`src/rtl/assert_macros.svh`:
```
// Assertion macros shared by the RTL of the phase coherence block.
// Depends on nothing; included by files that carry concurrent assertions.
`ifndef ASSERT_MACROS_SVH
`define ASSERT_MACROS_SVH
// Implication checked on every clock edge outside reset.
`define ASSERT_IMPL(label, clk, rst_n, ante, cons, msg) \
	label: assert property (@(posedge clk) disable iff (!rst_n) (ante) |-> (cons)) \
		else $error(msg);
// Next-cycle implication checked outside reset.
`define ASSERT_NEXT(label, clk, rst_n, ante, cons, msg) \
	label: assert property (@(posedge clk) disable iff (!rst_n) (ante) |=> (cons)) \
		else $error(msg);
`endif

```
`src/rtl/pcop_pkg.sv`:
```
// Package for the phase coherence order parameter block.
// Holds payload structs, controller states, command and status structs, CORDIC table.
`default_nettype none
package pcop_pkg;
	typedef struct packed {
		logic [15:0] phase_angle;
		logic        last_phase;
	} in_item_t;

	typedef struct packed {
		logic [15:0] coherence;
		logic [10:0] phase_count;
		logic        too_many;
	} out_item_t;

	typedef enum logic [2:0] {
		ST_IDLE, ST_CORDIC, ST_ACCUM, ST_SQUARE, ST_SQRT, ST_DIVIDE, ST_EMIT
	} state_t;

	// Commands from the controller to the datapath.
	typedef struct packed {
		logic load;      // capture the item and start the rotation
		logic rot_step;  // one CORDIC iteration
		logic accum;     // add the rotated vector into the sums
		logic square;    // form the squared magnitude
		logic sqrt_init;
		logic sqrt_step;
		logic div_init;
		logic div_step;
		logic emit;      // show result and clear the sums
	} cmd_t;

	// Status from the datapath to the controller.
	typedef struct packed {
		logic full;      // count has reached its limit
		logic last;      // captured item closes the set
	} stat_t;

	function automatic logic [23:0] atan_turn24(input logic [3:0] i);
		case (i)
			4'd0: atan_turn24 = 24'd2097152;
			4'd1: atan_turn24 = 24'd1238021;
			4'd2: atan_turn24 = 24'd654136;
			4'd3: atan_turn24 = 24'd332050;
			4'd4: atan_turn24 = 24'd166669;
			4'd5: atan_turn24 = 24'd83416;
			4'd6: atan_turn24 = 24'd41718;
			4'd7: atan_turn24 = 24'd20860;
			4'd8: atan_turn24 = 24'd10430;
			4'd9: atan_turn24 = 24'd5215;
			4'd10: atan_turn24 = 24'd2608;
			4'd11: atan_turn24 = 24'd1304;
			4'd12: atan_turn24 = 24'd652;
			4'd13: atan_turn24 = 24'd326;
			4'd14: atan_turn24 = 24'd163;
			default: atan_turn24 = 24'd81;
		endcase
	endfunction
endpackage
`default_nettype wire

```
`src/rtl/pcop_ctrl.sv`:
```
// Controller state machine of the phase coherence block.
// Depends on pcop_pkg and assert_macros.svh.
`default_nettype none
`include "assert_macros.svh"
module pcop_ctrl (
	input  wire              clk,
	input  wire              arst_n,
	input  wire              start,
	output logic             busy,
	input  pcop_pkg::stat_t  stat,
	output pcop_pkg::cmd_t   cmd
);
	pcop_pkg::state_t state_q, state_d;
	logic [4:0] cnt_q, cnt_d;

	// State and step counter registers.
	always_ff @(posedge clk or negedge arst_n) begin
		if (!arst_n) begin
			state_q <= pcop_pkg::ST_IDLE;
			cnt_q <= '0;
		end else begin
			state_q <= state_d;
			cnt_q <= cnt_d;
		end
	end

	// Next state and commands.
	always_comb begin
		state_d = state_q;
		cnt_d = cnt_q;
		cmd = '0;
		busy = (state_q != pcop_pkg::ST_IDLE);
		case (state_q)
			pcop_pkg::ST_IDLE: begin
				if (start) begin
					cmd.load = 1'b1;
					cnt_d = '0;
					state_d = pcop_pkg::ST_CORDIC;
				end
			end
			pcop_pkg::ST_CORDIC: begin
				cmd.rot_step = 1'b1;
				cnt_d = cnt_q + 5'd1;
				if (cnt_q == 5'd15) state_d = pcop_pkg::ST_ACCUM;
			end
			pcop_pkg::ST_ACCUM: begin
				cmd.accum = 1'b1;
				state_d = stat.last ? pcop_pkg::ST_SQUARE : pcop_pkg::ST_IDLE;
			end
			pcop_pkg::ST_SQUARE: begin
				cmd.square = 1'b1;
				cmd.sqrt_init = 1'b1;
				cnt_d = '0;
				state_d = pcop_pkg::ST_SQRT;
			end
			pcop_pkg::ST_SQRT: begin
				cmd.sqrt_step = 1'b1;
				cnt_d = cnt_q + 5'd1;
				if (cnt_q == 5'd27) begin
					cnt_d = '0;
					state_d = pcop_pkg::ST_DIVIDE;
				end
			end
			pcop_pkg::ST_DIVIDE: begin
				if (cnt_q == 5'd0) cmd.div_init = 1'b1;
				else cmd.div_step = 1'b1;
				cnt_d = cnt_q + 5'd1;
				if (cnt_q == 5'd28) state_d = pcop_pkg::ST_EMIT;
			end
			pcop_pkg::ST_EMIT: begin
				cmd.emit = 1'b1;
				state_d = pcop_pkg::ST_IDLE;
			end
			default: state_d = pcop_pkg::ST_IDLE;
		endcase
	end

	`ASSERT_NEXT(a_load_leaves_idle, clk, arst_n, cmd.load, state_q == pcop_pkg::ST_CORDIC, "load did not start rotation")
	`ASSERT_IMPL(a_emit_busy, clk, arst_n, cmd.emit, busy, "emit while idle")
	`ASSERT_NEXT(a_emit_idle, clk, arst_n, cmd.emit, !busy, "busy after emit")
endmodule
`default_nettype wire

```
`src/rtl/pcop_datapath.sv`:
```
// Datapath of the phase coherence block: CORDIC, accumulators, square root, divider.
// Depends on pcop_pkg.
`default_nettype none
module pcop_datapath #(
	parameter int unsigned MAX_PHASES = 1024,
	parameter int unsigned ANGLE_BITS = 16
) (
	input  wire                 clk,
	input  wire                 arst_n,
	input  pcop_pkg::in_item_t  item,
	input  pcop_pkg::cmd_t      cmd,
	output pcop_pkg::stat_t     stat,
	output logic                done,
	output pcop_pkg::out_item_t result
);
	localparam int unsigned CntW = $clog2(MAX_PHASES + 1);

	logic signed [32:0] x_q, y_q;
	logic signed [24:0] z_q;
	logic [3:0]  step_q;
	logic [1:0]  quad_q;
	logic        last_q;
	logic signed [26:0] csum_q, ssum_q;
	logic [CntW-1:0] cnt_q;
	logic        ovf_q;
	logic [27:0] rem_q;
	logic [27:0] root_q;
	logic [55:0] sq_w;
	logic [28:0] drem_q;
	logic [15:0] quo_q;
	logic [27:0] dnum_q;

	logic [23:0] a24;
	always_comb begin
		logic [ANGLE_BITS-1:0] a;
		a = ANGLE_BITS'(item.phase_angle);
		a24 = 24'(a) << (24 - ANGLE_BITS);
	end

	assign stat.full = (cnt_q == CntW'(MAX_PHASES));
	assign stat.last = last_q;

	// CORDIC rotation, one iteration per cycle.
	logic signed [32:0] dx, dy;
	logic signed [24:0] at;
	assign dx = y_q >>> step_q;
	assign dy = x_q >>> step_q;
	assign at = 25'(pcop_pkg::atan_turn24(step_q));
	always_ff @(posedge clk) begin
		if (cmd.load) begin
			x_q <= 33'sd652032874;
			y_q <= '0;
			z_q <= 25'(a24[21:0]);
			quad_q <= a24[23:22];
			last_q <= item.last_phase;
			step_q <= '0;
		end else if (cmd.rot_step) begin
			if (!z_q[24]) begin
				x_q <= x_q - dx; y_q <= y_q + dy; z_q <= z_q - at;
			end else begin
				x_q <= x_q + dx; y_q <= y_q - dy; z_q <= z_q + at;
			end
			step_q <= step_q + 4'd1;
		end
	end

	// Rounding to Q1.15 and quadrant mapping.
	function automatic logic signed [17:0] q15(input logic signed [32:0] v);
		logic signed [33:0] r;
		r = (34'(v) + 34'sd16384) >>> 15;
		if (r > 34'sd32768) q15 = 18'sd32768;
		else if (r < -34'sd32768) q15 = -18'sd32768;
		else q15 = r[17:0];
	endfunction
	logic signed [17:0] c15, s15, co, si;
	always_comb begin
		c15 = q15(x_q);
		s15 = q15(y_q);
		case (quad_q)
			2'd0: begin co = c15; si = s15; end
			2'd1: begin co = -s15; si = c15; end
			2'd2: begin co = -c15; si = -s15; end
			default: begin co = s15; si = -c15; end
		endcase
	end

	function automatic logic signed [26:0] sat(input logic signed [26:0] a,
			input logic signed [17:0] b);
		logic signed [27:0] r;
		r = 28'(a) + 28'(b);
		if (r > 28'sd67108863) sat = 27'sd67108863;
		else if (r < -28'sd67108864) sat = -27'sd67108864;
		else sat = r[26:0];
	endfunction

	// Accumulators, count and overflow flag.
	always_ff @(posedge clk or negedge arst_n) begin
		if (!arst_n) begin
			csum_q <= '0; ssum_q <= '0; cnt_q <= '0; ovf_q <= 1'b0;
		end else if (cmd.emit) begin
			csum_q <= '0; ssum_q <= '0; cnt_q <= '0; ovf_q <= 1'b0;
		end else if (cmd.accum) begin
			if (stat.full) ovf_q <= 1'b1;
			else begin
				csum_q <= sat(csum_q, co);
				ssum_q <= sat(ssum_q, si);
				cnt_q <= cnt_q + 1'b1;
			end
		end
	end

	// Squared magnitude: two 27x27 products summed.
	logic [26:0] cm, sm;
	logic [53:0] csq_w, ssq_w;
	assign cm = csum_q[26] ? 27'(-csum_q) : 27'(csum_q);
	assign sm = ssum_q[26] ? 27'(-ssum_q) : 27'(ssum_q);
	assign csq_w = cm * cm;
	assign ssq_w = sm * sm;
	assign sq_w = 56'(csq_w) + 56'(ssq_w);

	// Restoring square root, one result bit per cycle.
	logic [55:0] val_q;
	logic [29:0] trial;
	logic [29:0] rem_sh;
	assign rem_sh = {rem_q, val_q[55:54]};
	assign trial = {root_q, 2'b01};
	always_ff @(posedge clk) begin
		if (cmd.sqrt_init) begin
			val_q <= sq_w; rem_q <= '0; root_q <= '0;
		end else if (cmd.sqrt_step) begin
			val_q <= val_q << 2;
			if (rem_sh >= trial) begin
				rem_q <= 28'(rem_sh - trial);
				root_q <= {root_q[26:0], 1'b1};
			end else begin
				rem_q <= 28'(rem_sh);
				root_q <= {root_q[26:0], 1'b0};
			end
		end
	end

	// Rounded division by the count, restoring, one bit per cycle.
	logic [CntW-1:0] nq;
	assign nq = cnt_q;
	logic [29:0] dtry;
	assign dtry = {drem_q, dnum_q[27]};
	always_ff @(posedge clk) begin
		if (cmd.div_init) begin
			dnum_q <= root_q + 28'(nq >> 1);
			drem_q <= '0; quo_q <= '0;
		end else if (cmd.div_step) begin
			dnum_q <= dnum_q << 1;
			if (dtry >= 30'(nq)) begin
				drem_q <= 29'(dtry - 30'(nq));
				quo_q <= {quo_q[14:0], 1'b1};
				if (dtry - 30'(nq) > 0 && quo_q[15]) quo_q <= 16'hFFFF;
			end else begin
				drem_q <= 29'(dtry);
				quo_q <= {quo_q[14:0], 1'b0};
			end
			if (quo_q[15]) begin
				quo_q <= 16'hFFFF;
			end
		end
	end

	// Result with the 1.0 cap.
	always_comb begin
		result.coherence = (quo_q > 16'd32768) ? 16'd32768 : quo_q;
		result.phase_count = 11'(cnt_q);
		result.too_many = ovf_q;
	end
	assign done = cmd.emit & (nq != '0);
endmodule
`default_nettype wire

```
`src/rtl/phase_coherence_order_parameter.sv`:
```
// Top level of the phase coherence (Kuramoto order parameter) block.
// Depends on pcop_pkg, pcop_ctrl and pcop_datapath.
//
// Each phase transfer runs load, 16 CORDIC iterations and one accumulate,
// using the single shared CORDIC rotator. A phase marked last keeps busy high
// through the squared magnitude, the square root, the rounded division by the
// count with its set-up step and the emit; the result then shows on result
// with result_valid high for one cycle, rising as busy falls. The receiver
// cannot stall it.
`default_nettype none
module phase_coherence_order_parameter #(
	parameter int unsigned MAX_PHASES = 1024,
	parameter int unsigned ANGLE_BITS = 16
) (
	input  wire                 clk,
	input  wire                 arst_n,
	input  wire                 start,
	output logic                busy,
	input  pcop_pkg::in_item_t  item,
	output logic                result_valid,
	output pcop_pkg::out_item_t result
);
	pcop_pkg::cmd_t  cmd;
	pcop_pkg::stat_t stat;
	pcop_pkg::out_item_t res_w;
	logic done_w;

	pcop_ctrl u_ctrl (
		.clk(clk), .arst_n(arst_n), .start(start), .busy(busy),
		.stat(stat), .cmd(cmd)
	);

	pcop_datapath #(.MAX_PHASES(MAX_PHASES), .ANGLE_BITS(ANGLE_BITS)) u_dp (
		.clk(clk), .arst_n(arst_n), .item(item), .cmd(cmd), .stat(stat),
		.done(done_w), .result(res_w)
	);

	// Output register: one-cycle strobe with its payload.
	always_ff @(posedge clk or negedge arst_n) begin
		if (!arst_n) result_valid <= 1'b0;
		else result_valid <= done_w;
	end
	always_ff @(posedge clk) begin
		if (done_w) result <= res_w;
	end
endmodule
`default_nettype wire
```
`config.mk`:
```
export PLATFORM = sky130hd
export DESIGN_NAME = phase_coherence_order_parameter
export DESIGN_NICKNAME = d
export VERILOG_FILES = /design/src/rtl/pcop_pkg.sv /design/src/rtl/pcop_ctrl.sv /design/src/rtl/pcop_datapath.sv /design/src/rtl/phase_coherence_order_parameter.sv
export VERILOG_INCLUDE_DIRS = /design/src /design/src/rtl
export SDC_FILE = /design/constraint.sdc
export NUM_CORES = 2
export LEC_CHECK = 0
export BUFFER_PORTS_ARGS = -buffer_cell sky130_fd_sc_hd__buf_2
export CAP_MARGIN = 15
export CORE_MARGIN = 4
export CORE_UTILIZATION = 60
export CTS_CLUSTER_SIZE = 10
export DETAILED_ROUTE_END_ITERATION = 10
export PLACE_DENSITY = 0.76
export SKIP_LAST_GASP = 1
export SYNTH_ARGS = -nofsm -noshare
export SYNTH_HDL_FRONTEND = slang
export SYNTH_SLANG_ARGS = --single-unit
```
`constraint.sdc`:
```
create_clock -name clk -period 12.19 [get_ports clk]
set_input_delay 2.438 -clock clk [delete_from_list [all_inputs] [get_ports clk]]
set_output_delay 2.438 -clock clk [all_outputs]
set_load 0.05 [all_outputs]
```
# Yosys cells after proc, flatten, opt, wreduce, memory -nomap -nowiden
# Memories as Yosys holds them, arrays and structs flattened. A register that Yosys moved wholly into a read port is not among the register bits.
# Cells that the tools add are included.
# word_totals
romBits	352
mem_count	1
ff_bits	386
wordCells	157
# classes
mux	60
bitwise_logic	1
n_addsub	22
n_shift	2
n_reduce_logical	17
eq_ne	17
order_cmp	12
mul	2
# memory_table
memory	words	word_bits	read_ports	rd_ports_with_merged_regs	wr	line	text
(no name shown)	16	22	1	1	0	pcop_pkg.sv:40	case (i)
# ops
op	count
27-bit 2-to-1 mux	12
56-bit 2-to-1 mux	2
27-bit by 27-bit multiplier with 54-bit output	2
18-bit one-hot mux with 3 select lines	2
28-bit 2-to-1 mux	3
18-bit 2-to-1 mux	4
33-bit by 16-bit adder with 34-bit output (second input constant)	2
33-bit adder	2
33-bit 2-to-1 mux	2
33-bit by 4-bit >>> shifter with 33-bit output	2
33-bit subtractor	2
27-bit by 18-bit adder with 28-bit output	2
28-bit by 27-bit > comparator with 1-bit output (second input constant)	2
28-bit by 27-bit less-than comparator with 1-bit output (second input constant)	2
54-bit by 54-bit adder with 55-bit output	1
27-bit negator	2
16-bit 2-to-1 mux	3
22-bit 2-to-1 mux	2
19-bit by 17-bit > comparator with 1-bit output (second input constant)	2
19-bit by 16-bit less-than comparator with 1-bit output (second input constant)	2
18-bit negator	2
11-bit 2-to-1 mux	3
32-bit by 1-bit > comparator with 1-bit output (second input constant)	1
30-bit by 11-bit subtractor with 31-bit output	1
other kinds (42)	73

# Longest topological paths before layout
# depth
depth_word	13
mapped_depth	42

# By module
# Synthesis repeated with hierarchy kept, for this count alone.
# hier_totals
hier_cells	8559
area_unflattened_um2	75592.5
# modules_own_cells
module	n_inst	cells_each	area_each_um2
pcop_datapath	1	8469	74158.6
phase_coherence_order_parameter	1	29	865.8
pcop_ctrl	1	61	568.0

# Worst setup path before layout
# OpenSTA, ideal clock, no wires.
# synth_timing
path_kind	reg-to-reg
start	register u_dp.ssum_q[0]
end	register u_dp.val_q[49] (data pin)
path_stages_with_launch	42
arrival_time_ns	10.395
setup_slack_ns	1.535
synth_period_minus_slack_ns	10.655
setup_ns	0.260
path_buffers	3
cell_sequence	dfrtp_1 -> inv_1 -> clkbuf_1 -> ha_1 -> nand3b_1 -> or3b_1 -> or3_1 -> or2_2 -> o31ai_1 -> xnor2_1 -> inv_1 -> buf_4 -> nor2_1 -> inv_1 -> fa_1 -> inv_1 -> fa_1 -> inv_1 -> [6 not listed] -> inv_1 -> fa_1 -> fa_1 -> inv_1 -> fa_1 -> inv_1 -> ha_1 -> clkbuf_1 -> and4_1 -> and3_1 -> a221oi_1 -> and3_1 -> a21oi_1 -> nor4b_1 -> nor4b_1 -> o22ai_1 -> xnor2_1 -> mux2_2
# synth_between
elab_chain_cells	5
# synth_rtl
element	line	text
from (decl)	pcop_datapath.sv:23	logic signed [26:0] csum_q, ssum_q;
from (signal assigned)	pcop_datapath.sv:106	ssum_q <= sat(ssum_q, si);
27-bit negator	pcop_datapath.sv:116	assign sm = ssum_q[26] ? 27'(-ssum_q) : 27'(ssum_q);
27-bit 2-to-1 mux *	pcop_datapath.sv:116	
27-bit by 27-bit multiplier with 54-bit output *	pcop_datapath.sv:118	assign ssq_w = sm * sm;
54-bit by 54-bit adder with 55-bit output *	pcop_datapath.sv:119	assign sq_w = 56'(csq_w) + 56'(ssq_w);
56-bit 2-to-1 mux *	pcop_datapath.sv:128	if (cmd.sqrt_init) begin
to (signal assigned)	pcop_datapath.sv:131	val_q <= val_q << 2;
to (decl)	pcop_datapath.sv:122	logic [55:0] val_q;
# Every way passes the cells marked *; elsewhere a longest branch is shown, timed or not.
# A chain may end at the register's enable or synchronous reset.

# Worst setup path after layout
# layout_timing
start	register u_dp.csum_q[5]
end	register u_dp.val_q[54] (data pin)
# layout_between
elab_chain_cells	5
# layout_rtl
element	line	text
from (decl)	pcop_datapath.sv:23	
from (signal assigned)	pcop_datapath.sv:105	csum_q <= sat(csum_q, co);
27-bit negator	pcop_datapath.sv:115	assign cm = csum_q[26] ? 27'(-csum_q) : 27'(csum_q);
27-bit 2-to-1 mux *	pcop_datapath.sv:115	
27-bit by 27-bit multiplier with 54-bit output *	pcop_datapath.sv:117	assign csq_w = cm * cm;
54-bit by 54-bit adder with 55-bit output *	pcop_datapath.sv:119	
56-bit 2-to-1 mux *	pcop_datapath.sv:128	
# Marked as above.

==> results_dict.tcl <==
set metrics [dict create \
    status "finished, final reports clean" \
    drtIter0Drc 5345 \
    skew_ns 0.0404 \
    crit_top_cell "fa_1" \
    grt_max_degree 108 \
    layout-drive-gt1-share 0.0542 \
    grt_pass1_vias 62100 \
    fin_crit_ns 11.65 \
    port_buffers 49 \
    area_delta_synth_final_pct 4.79 \
    vias_per_cell 5.89 \
    htreeDepth 2 \
    cp_max_fo 7 \
    final_core_util 0.635 \
    place.gp.congestion 0.992 \
    cts_buffers 51 \
    die_h_um 362 \
    worst_pin_slew_ns 1.18 \
    fin_ws_ns 0.544 \
    antenna_found_initial 2 \
    synth.most_common_cell "inv_1" \
    start_util 0.606 \
    slew_violations 0 \
    yosysWarnings 0 \
    cts-root-buf "clkbuf_16" \
    synthTopCellsByCount "inv_1, fa_1, nand2_1, nor2_1, ha_1" \
    crit_type "flop to flop" \
    clock_latency_ns 0.65 \
    grt_first_pass_wirelength_um 340000 \
    cts_tree "built" \
    cp-end-kind "flop" \
    overflow 0 \
    synth_top_cells_by_area "fa_1, inv_1, ha_1" \
    min_path_type "flop to flop" \
    critPathRequiredTime_ns 12.65 \
    fmax_ghz 0.0859 \
    synth_cell_types 108 \
    cpMaxStageDelayCell "xor2_1" \
    drc_errors 0 \
    coreArea_um2 124000 \
    synth_edf_count 129 \
    dp_hpwl_um 172000 \
    dr.pass1.iters 9 \
    synth_top_area_share 0.326 \
    ys_ff_latch 408 \
    dr_total_vias 59900 \
    worst_ep_arrival_time_ns 12.11 \
    max_stage_delay_ns 0.89 \
    dp_slack_ns 0.666 \
    cts_resized 0 \
    ys_seq_area_frac 0.131 \
    postCtsSetupBuffers 0 \
    dieWidth_um 362 \
    netlist_area_um2 75200 \
    final-setup-viol-count 0 \
    syn_area_per_cell_um2 8.78 \
    clock_path_buffers 3 \
    nets 10300 \
    core.rowCount 129 \
    cts.sinks 408 \
    postCtsHoldBufs 0 \
    post_drt_wl_per_cell_um 20.9 \
    synth_ff_type "dfxtp_1" \
    grtUsageTotal 0.330 \
    synth_top_area_cell "fa_1" \
    wirelength_um 213000 \
    maxSlewHeadroom 0.204 \
    syn_inst 8564 \
    final_hold_viol_count 0 \
    detail-route-antenna-nets 0 \
    grt_setup_unrepaired "no" \
    final.period_utilization 0.955 \
    ios 50 \
    async_reset_ff_frac 0.184 \
    startpoint_type "flop" \
    cap_violations 0 \
    fin_tns_setup_ns 0 \
    dieArea_um2 131000 \
    path_clk_slew_ns 0.06 \
]
-- cells by family (layout without fill, tap and decap cells) --
| kind of cell | after synthesis | count (layout) | synth area share |
|---|---|---|---|
| other | 2 | 43 | 0.0000999 |
| flip-flops | 408 | 408 | 0.131 |
| AND/OR/NAND/NOR | 2115 | 2115 | 0.127 |
| AO/OA/AOI/OAI | 1403 | 1403 | 0.118 |
| buffers and inverters | 2220 | 2145 | 0.114 |
| XOR/XNOR | 431 | 431 | 0.0503 |
| adder cells (fa/ha/maj) | 1773 | 1773 | 0.417 |
| multiplexers | 212 | 212 | 0.0433 |
-- layout by cell type, fill, tap and decap left out, types with 75 or more instances in the layout --
cell type  synthesis  final
fa_1            1224   1224
inv_1           1851   1849
a21oi_1          373    372
o21ai_0          401    400
xor2_1           172    171
edfxtp_1         129    129
dfxtp_1          204    199
ha_1             549    549
buf_4              5    122
nand2_1          871    870
dfrtp_1           75     75
xnor2_1          258    253
nor3_1           111    108
nor2_1           591    591
nand3_1          112    112
a21o_1            96     96
-- worst max-delay path, delay by kind of cell, from the launching register on --
kind                       cells  cell delay, ns
DFF                            1            0.44
xor gates and xnor gates       1            0.89
adders and majority gates     10            5.05
AOI/OAI and AO/OA             11            2.77
buffers and inverters          6            0.35
and+or+nand+nor                6            1.98
-- layer usage --
layer	track usage	up-vias	wire (µm)
li1	-	27200	-
met1	0.412	29600	80200
met4	0.193	2	15200
met5	0	-	13
met3	0.0536	648	16200
met2	0.545	2478	101000
-- registers in the layout, summed over array words and instances, names as in the netlist, 22 cells and up --
signal / cells
result: 28
u_dp.at: 22
u_dp.csum_q: 27
u_dp.dnum_q: 28
u_dp.drem_q: 29
u_dp.rem_q: 28
u_dp.root_q: 28
u_dp.ssum_q: 27
u_dp.val_q: 56
u_dp.x_q: 33
u_dp.y_q: 33
u_dp.z_q: 25
-- worst paths after layout --
path / end / cells after the start / slack [ns] / startpoint
setup / recovery: u_dp.val_q[54] / 34 / 0.54 / u_dp.csum_q[5]
hold / removal: u_dp.z_q[5] / 2 / 0.46 / u_dp.z_q[5]
setup reg to reg: u_dp.val_q[54] / 34 / 0.54 / u_dp.csum_q[5]
hold reg to reg: u_dp.z_q[5] / 2 / 0.46 / u_dp.z_q[5]
max in group asynchronous: u_dp.cnt_q[5] / 2 / 9.42 / arst_n
min in group asynchronous: u_dp.ssum_q[24] / 1 / 1.72 / arst_n
-- cell type report --
cell class	count	area, µm²
multi-input cells	5975	57100
fillers	10500	45300
flip-flops and latches	408	9850
inverters	1878	7050
well taps	1637	2050
clock buffers	88	1510
repair buffers	172	1190
clock inverters	7	85.1
diodes	2	5.00
-- metrics by stage --
stage | area (µm²) | hold WS [ns] | std cells
global placement | 77200 | 0.439 | 10100
floorplan | 75300 | 0.426 | 8603
detailed placement | 77200 | 0.449 | 10100
global route | 78800 | 0.491 | 10200
CTS | 78700 | 0.464 | 10200
finish | 78800 | 0.464 | 10200
Power is left out: the tool's default activity adds up to more than one toggle a clock period on the data nets, which glitch-free logic cannot reach.
